### src/prr_pkg.sv
// Package of the polyphase resampler: fixed widths, codes and shared types.
// Used by prr_cell, the top level and the checker; depends on nothing.
package prr_pkg;

  localparam int TAP_W      = 16;   // Q1.15 coefficient width
  localparam int TAP_FRAC   = 15;   // fraction bits of a coefficient
  localparam int TAP_DEPTH  = 256;  // prototype tap store entries
  localparam int TAP_AW     = 8;    // tap store address width
  localparam int IF_W       = 5;    // interpolation register width
  localparam int DF_W       = 8;    // decimation register width
  localparam int TPP_W      = 5;    // taps-per-phase register width
  localparam int PHASE_W    = 5;    // branch number carried by a token
  localparam int PCNT_W     = 9;    // phase counter width
  localparam int OUT_PH_W   = 4;    // branch number reported on the output
  localparam int CFG_IDX_W  = 2;
  localparam int CFG_DATA_W = 8;

  localparam logic KIND_SAMPLE = 1'b0;
  localparam logic KIND_TAP    = 1'b1;

  typedef enum logic [CFG_IDX_W-1:0] {
    CFG_INTERP = 2'd0,
    CFG_DECIM  = 2'd1,
    CFG_TAPS   = 2'd2
  } cfg_idx_e;

  typedef enum logic [1:0] {
    ST_CLEAR,
    ST_IDLE,
    ST_ISSUE,
    ST_DRAIN
  } state_e;

  // One output computation travelling down the cell chain.
  typedef struct packed {
    logic               valid;
    logic               last;
    logic [PHASE_W-1:0] phase;
  } tok_t;

endpackage

### src/prr_ram.sv
// Generic single-write, single-read RAM with a registered read port.
// Stand-alone; no package dependency.
module prr_ram #(
  parameter int WIDTH = 16,
  parameter int DEPTH = 256
) (
  input  logic                     clk_i,
  input  logic                     we_i,
  input  logic [$clog2(DEPTH)-1:0] waddr_i,
  input  logic [WIDTH-1:0]         wdata_i,
  input  logic                     re_i,
  input  logic [$clog2(DEPTH)-1:0] raddr_i,
  output logic [WIDTH-1:0]         rdata_o
);

  logic [WIDTH-1:0] mem_q [DEPTH];
  logic [WIDTH-1:0] rdata_q;

  always_ff @(posedge clk_i) begin
    if (we_i) begin
      mem_q[waddr_i] <= wdata_i;
    end
    if (re_i) begin
      rdata_q <= mem_q[raddr_i];
    end
  end

  assign rdata_o = rdata_q;

endmodule

### src/prr_cell.sv
// One tap cell of the resampler chain: a delay-line entry, a private copy
// of the tap store and a multiply-accumulate stage. Depends on prr_pkg, prr_ram.
module prr_cell #(
  parameter int INDEX        = 0,
  parameter int SAMPLE_WIDTH = 16,
  parameter int ACC_W        = 37
) (
  input  logic                               clk_i,
  input  logic                               rst_ni,
  input  logic                               adv_i,
  input  logic                               shift_i,
  input  logic signed [SAMPLE_WIDTH-1:0]     sample_i,
  output logic signed [SAMPLE_WIDTH-1:0]     sample_o,
  input  prr_pkg::tok_t                      tok_i,
  input  logic signed [ACC_W-1:0]            psum_i,
  input  logic                               use_i,
  input  logic [prr_pkg::IF_W-1:0]           interp_i,
  input  logic                               tap_we_i,
  input  logic [prr_pkg::TAP_AW-1:0]         tap_waddr_i,
  input  logic [prr_pkg::TAP_W-1:0]          tap_wdata_i,
  output prr_pkg::tok_t                      tok_o,
  output logic signed [ACC_W-1:0]            psum_o,
  output logic                               busy_o
);

  // Position width covers INDEX * interp + phase with interp and phase below 32.
  localparam int PosW = ($clog2(INDEX + 1) + 6 > 9) ? $clog2(INDEX + 1) + 6 : 9;

  logic signed [SAMPLE_WIDTH-1:0]              sample_q;
  prr_pkg::tok_t                               tok_a_q, tok_b_q;
  logic signed [ACC_W-1:0]                     psum_a_q, psum_b_q;
  logic                                        use_a_q;
  logic [PosW-1:0]                             pos;
  logic                                        in_range;
  logic signed [prr_pkg::TAP_W-1:0]            tap_rd;
  logic signed [prr_pkg::TAP_W+SAMPLE_WIDTH-1:0] prod;

  assign pos      = PosW'(INDEX) * PosW'(interp_i) + PosW'(tok_i.phase);
  assign in_range = pos < PosW'(prr_pkg::TAP_DEPTH);

  prr_ram #(
    .WIDTH (prr_pkg::TAP_W),
    .DEPTH (prr_pkg::TAP_DEPTH)
  ) u_taps (
    .clk_i   (clk_i),
    .we_i    (tap_we_i),
    .waddr_i (tap_waddr_i),
    .wdata_i (tap_wdata_i),
    .re_i    (adv_i),
    .raddr_i (pos[prr_pkg::TAP_AW-1:0]),
    .rdata_o (tap_rd)
  );

  assign prod = tap_rd * sample_q;

  always_ff @(posedge clk_i or negedge rst_ni) begin
    if (!rst_ni) begin
      sample_q <= '0;
      tok_a_q  <= '0;
      tok_b_q  <= '0;
    end else begin
      if (shift_i) begin
        sample_q <= sample_i;
      end
      if (adv_i) begin
        tok_a_q <= tok_i;
        tok_b_q <= tok_a_q;
      end
    end
  end

  always_ff @(posedge clk_i) begin
    if (adv_i) begin
      psum_a_q <= psum_i;
      use_a_q  <= use_i && in_range;
      psum_b_q <= psum_a_q + (use_a_q ? ACC_W'(prod) : '0);
    end
  end

  assign sample_o = sample_q;
  assign tok_o    = tok_b_q;
  assign psum_o   = psum_b_q;
  assign busy_o   = tok_a_q.valid || tok_b_q.valid;

endmodule

### config.mk
export PLATFORM = sky130hd
export DESIGN_NAME = prr_cell
export DESIGN_NICKNAME = d
export VERILOG_FILES = /design/src/prr_pkg.sv /design/src/prr_ram.sv /design/src/prr_cell.sv
export SDC_FILE = /design/constraint.sdc
export NUM_CORES = 1
export LEC_CHECK = 0
export BUFFER_PORTS_ARGS = -buffer_cell sky130_fd_sc_hd__buf_2
export CORE_AREA = 5 5 189 329
export CTS_CLUSTER_SIZE = 14
export DETAILED_ROUTE_END_ITERATION = 8
export DIE_AREA = 0 0 194 334
export PLACE_DENSITY = 0.87
export SYNTH_ARGS = -nofsm -noshare
export SYNTH_HDL_FRONTEND = slang
export SYNTH_SLANG_ARGS = --single-unit
### constraint.sdc
create_clock -name clk_i -period 12.1 [get_ports clk_i]
set_input_delay 0.605 -clock clk_i [delete_from_list [all_inputs] [get_ports clk_i]]
set_output_delay 0.605 -clock clk_i [all_outputs]
set_load 0.02 [all_outputs]
## Yosys cells after proc, flatten, opt, wreduce, memory -nomap -nowiden

Memories as Yosys holds them, arrays and structs flattened. A register that Yosys moved wholly into a read port is not among the register bits.
Index checks and enable logic that the tools add are counted.

- Add/sub/neg operators: 1
- Multipliers: 1
- $lt $le $gt $ge: 1
- Multiplexer cells: 3
- Reduce and logical (&&, ||, !) cells: 2

Operators by type and width:

| operator | count |
|---|---|
| $add 37x37->37 | 1 |
| $mux 37 | 1 |
| $mul 16x16->32 | 1 |
| $lt 5x9->1 const B | 1 |
| $mux 1 | 2 |
| $logic_and 1x1->1 | 1 |
| $logic_or 1x1->1 | 1 |

- Bits in registers: 105
- RAM bits: 4096
- Input port bits: 95
- Word-level logic and storage cells: 19
- Memories kept: 1

Memories:

| name | words | bits a word | rd ports | clocked after Yosys merged registers in | wr ports | RTL line | RTL |
|---|---|---|---|---|---|---|---|
| u_taps.mem_q | 256 | 16 | 1 | 1 | 1 | prr_ram.sv:16 | `logic [WIDTH-1:0] mem_q [DEPTH];` |

## Logic depth before layout (Yosys ltp)

- Word-level depth: 3
- Mapped depth: 34
- Gate-level depth less buffers: 33

## By module

A second synthesis with hierarchy kept.

- Cells, all modules: 8864
- Area, all modules: 173996.9 um^2

Modules (own cells, without submodules):

| module | times used | cells an instance | area each (um^2) | sequential area each (um^2) |
|---|---|---|---|---|
| prr_ram | 1 | 7360 | 158874.9 | 123478.4 |
| prr_cell | 1 | 1504 | 15122.0 | 3002.9 |

## Worst setup path before layout

No wires, ideal clock.

- Kind: register to register
- From: reg sample_q[7] (netlist: sample_o[7])
- To: reg psum_b_q[30] (netlist: psum_o[30]) (data pin)
- Arrival: 7339 ps
- Required time: 11842 ps
- Slack: 4502 ps
- Stages on the path, launching flop included: 32
- Buffers on the path: 1
- Cells stage by stage: dfrtp_1 > clkbuf_1 > nand2_1 > fa_1 > inv_1 > fa_1 > inv_1 > fa_1 > inv_1 > fa_1 > fa_1 > inv_1 > fa_1 > inv_1 > ha_1 > a21oi_1 > o21ai_0 > o21bai_1 > a21oi_1 > o21ai_1 > o41ai_1 > xor2_1 > nor2_1 > ha_1 > and4_1 > and2_1 > and3_1 > o31a_1 > o21a_1 > o21a_1 > o21ai_1 > a21oi_1

- Word-level cells in the longest chain between the ends: 3

Ends and longest elaborated chain:

| item | RTL line | RTL |
|---|---|---|
| start, declared | prr_cell.sv:29 | `logic signed [SAMPLE_WIDTH-1:0] sample_q;` |
| start signal, assigned | prr_cell.sv:63 | `sample_q <= sample_i;` |
| $mul 16x16->32 | prr_cell.sv:54 | `assign prod = tap_rd * sample_q;` |
| $mux 37 | prr_cell.sv:76 | `psum_b_q <= psum_a_q + (use_a_q ? ACC_W'(prod) : '0);` |
| $add 37x37->37 | prr_cell.sv:76 |  |
| end signal, assigned | prr_cell.sv:76 |  |
| end, declared | prr_cell.sv:31 | `logic signed [ACC_W-1:0] psum_a_q, psum_b_q;` |

Every way passes these cells.
A chain may end at the register's enable or synchronous reset.

## Worst setup path after layout

- From: reg sample_q[7] (netlist: sample_o[7])
- To: reg psum_b_q[35] (netlist: psum_o[35]) (data pin)

The elaborated chain is that of the path after synthesis.

==> metrics.md <==
| Metric | Value |
|---|---|
| RSZ-0062 raised after global routing | `false` |
| RD Place Congestion | `0.8634` |
| Final ANT Viol Nets | `0` |
| Initial antenna violation count | `7` |
| GRT overflow | `0` |
| Row cnt | `~120` |
| Synth Area per Inst | `about 15 um2` |
| Worst hold path type | `input port to asynchronous set/reset pin` |
| Die area | `around 65000 um2` |
| Number of vias per cell | `6.147` |
| Layout Nets | `2931` |
| Fmax achieved | `roughly 110 MHz` |
| GRT Util Overall | `0.2554` |
| Worst-path maximum fanout | `18` |
| Worst Tran Pin Value | `between 1 and 1.5 ns` |
| Final setup vio count | `0` |
| Iter 0 DRT Violations | `around 1600` |
| Synthesized area | `between 30000 and 40000 um2` |
| Detail Placement HPWL | `around 55000 um` |
| Slowest CP cell | `dfrtp_1` |
| Initial core utilization | `0.5962` |
| Post-synth EDFFs | `603` |
| CTS H-Tree Depth | `2` |
| # resized after CTS | `0` |
| Max Slew Vio Count | `0` |
| Worst Setup Slack, final | `between 3 and 4 ns` |
| CP Data Required Time | `between 10 and 15 ns` |
| Vias in the first global route | `21640` |
| Fin. Hold Viols | `0` |
| Clk_lat worst skew | `approximately 0.66 ns` |
| Synth-to-layout area growth | `9.459%` |
| Asr flop ratio synth | `0.04739` |
| CTS Hold Bufs | `0` |
| Worst Skew | `between 0.04 and 0.05 ns` |
| Tcrit/Tclk final | `0.7357` |
| Gate Count Post-Synth | `2312` |
| CP arrival | `~9.3 ns` |
| Storage cell area | `between 15000 and 20000 um2` |
| Post-synth cell types | `55` |
| Crit end category | `register` |
| Global-route wire length before repair | `~130000 um` |
| FILL cells | `around 3800` |
| CTS tree | `done` |
| Critical Path Start Type | `register` |
| Critical path depth | `31` |
| Vias | `between 20000 and 25000` |
| Chip height | `roughly 330 um` |
| First-pass iteration count of the detailed router | `5` |
| Cell count after placement | `~3200` |
| Number of synthesized register bits | `633` |
| Relative slew slack | `0.1503` |
| Max-cap violations | `0` |
| Final wirelength | `~83000 um` |
| # clock sinks | `633` |
| Layout cells sized above 1 | `0.1896` |
| Reg2Reg Depth | `31` |
| Buf/Inv on CP | `6` |
| Status | `finished, final reports clean` |
| # Post-CTS Setup Buffers | `0` |
| Register area share after synthesis | `0.5370` |
| Port Buffers | `150` |
| Critical path class | `register to register` |
| Die W | `194 um` |
| CTS root buf | `clkbuf_16` |
| Residual DRC count | `0` |
| Syn Nets | `between 2000 and 3000` |
| Clock tree buffer depth | `3` |
| Setup WS pre-CTS | `approximately 3.3 ns` |
| # IOs | `between 150 and 200` |
| CP peak stage delay | `between 0.8 and 0.9 ns` |
| CTS Buf Count | `56` |
| Core Area | `approximately 60000 um2` |
| Largest net degree at the start of global routing | `82` |
| Multi-input gate area | `~15000 um2` |
| Synth warn | `0` |
| Cell Area, Placed | `between 30000 and 40000 um2` |
| Delay-heaviest family, CP | `adder cells` |
| Non-filler cells, final | `between 3000 and 4000` |
| Main synth FF type | `edfxtp_1` |
| WL/cell | `about 25 um` |
| Setup_tns | `0 ns` |
| Min cycle time layout | `just under 9 ns` |
| CTS clk-pin slew, worst paths | `about 0.060 ns` |
| Final instance area | `38440 um2` |
-- state kept, by name, summed over array words and instances (netlist names) --
register and cells:
tok_o 7, tok_a_q 7, use_a_q 1, u_taps.mem_q 512, psum_a_q 37, psum_o 37, sample_o 16, u_taps.rdata_o 16
-- metal layers --
metal,share of wire,track usage
met1,0.33,0.2788
met2,0.57,0.4953
met3,0.062,0.03233
met4,0.046,0.1081
met5,0,0
-- cell usage after synthesis (all sizes together) (11+ instances only) --
| library cell | n | area [um2] |
|---|---|---|
| xor2 | 15 | 131.4 |
| nand2b | 19 | 118.9 |
| and3 | 11 | 68.82 |
| fa | 263 | 5265 |
| o21a | 14 | 105.1 |
| inv | 304 | 1141 |
| clkbuf | 66 | 247.7 |
| ha | 118 | 1476 |
| mux2 | 45 | 506.7 |
| and2 | 130 | 813.3 |
| nor3 | 16 | 80.08 |
| a21oi | 60 | 300.3 |
| buf | 19 | 72.56 |
| nor2b | 14 | 87.58 |
| nand3 | 14 | 75.07 |
| o21ai | 37 | 185.2 |
| nor2 | 90 | 337.8 |
| nand2 | 151 | 566.8 |
| edfxtp | 603 | 18110 |
| a21o | 13 | 97.59 |
| xnor2 | 42 | 367.9 |
| dfrtp | 30 | 750.7 |
| mux4 | 160 | 3603 |
-- cells in the final DEF, fill, tap and decap left out, types with 5 or more instances in the layout --
| cell type | instances |
|---|---|
| buf_4 | 22 |
| and2_1 | 130 |
| buf_2 | 147 |
| nor2b_1 | 14 |
| o21a_1 | 14 |
| a21o_1 | 13 |
| o211ai_1 | 8 |
| a21oi_1 | 60 |
| nand2b_1 | 19 |
| nand3_1 | 13 |
| clkinv_1 | 7 |
| ha_1 | 118 |
| fa_1 | 263 |
| and3_1 | 11 |
| mux2_2 | 45 |
| inv_1 | 304 |
| nor2_2 | 17 |
| o21bai_1 | 7 |
| o21ai_1 | 14 |
| nor2_1 | 73 |
| clkbuf_16 | 56 |
| clkbuf_1 | 9 |
| a211oi_1 | 6 |
| nand2_1 | 151 |
| xor2_1 | 15 |
| o21ai_0 | 23 |
| a31oi_1 | 5 |
| a41oi_1 | 5 |
| mux4_2 | 160 |
| nor3_1 | 16 |
| xnor2_1 | 42 |
| dfrtp_1 | 30 |
| edfxtp_1 | 603 |
-- cell type report --
type                            count  area share
Tap cell                          780     0.02539
Clock buffer                       65     0.03733
Multi-Input combinational cell   1290      0.3861
Antenna cell                        2   0.0001302
Clock inverter                     22    0.006998
Inverter                          304     0.02968
Timing Repair Buffer              170     0.02379
Sequential cell                   633      0.4906
-- stage by stage --
stage	hold slack [ns]	util
3_3_place_gp	0.4845	0.6235
4_1_cts	0.07962	0.6525
6_report	0.07776	0.6525
5_1_grt	0.1269	0.6525
2_1_floorplan	0.3094	-
3_5_place_dp	0.4948	0.6235
-- worst reg2reg max path: cells and delay by family (launching register included) --
kind	cells	cell delay, ns
compound gates	11	2.50
xor+xnor	2	0.26
fa+ha+maj	8	3.75
buf+inv	6	0.31
flops	1	0.85
simple gates	4	0.95
-- logic make-up after synthesis --
family | Yosys count | share of synthesized area
flops | 633 | 0.5370
simple gates | 469 | 0.06595
xor+xnor | 57 | 0.01422
buf+inv | 389 | 0.04161
mux | 206 | 0.1173
fa+ha+maj | 381 | 0.1920
compound gates | 177 | 0.03196
-- final timing paths --
| kind | startpoint | end | slack, ns |
|---|---|---|---|
| worst max-delay path | sample_o[7] | psum_o[35] | 3.20 |
| worst min-delay path | rst_ni | tok_o[6] | 0.08 |
| worst max register to register | sample_o[7] | psum_o[35] | 3.20 |
| worst min register to register | tok_o[1] | tok_o[1] | 0.51 |
| max in group asynchronous | rst_ni | tok_o[1] | 11.49 |
| min in group clk_i | psum_i[14] | psum_a_q[14] | 0.15 |
Power is not shown: default switching activity piles up to over one toggle a cycle in this logic, so the estimate is an artifact.
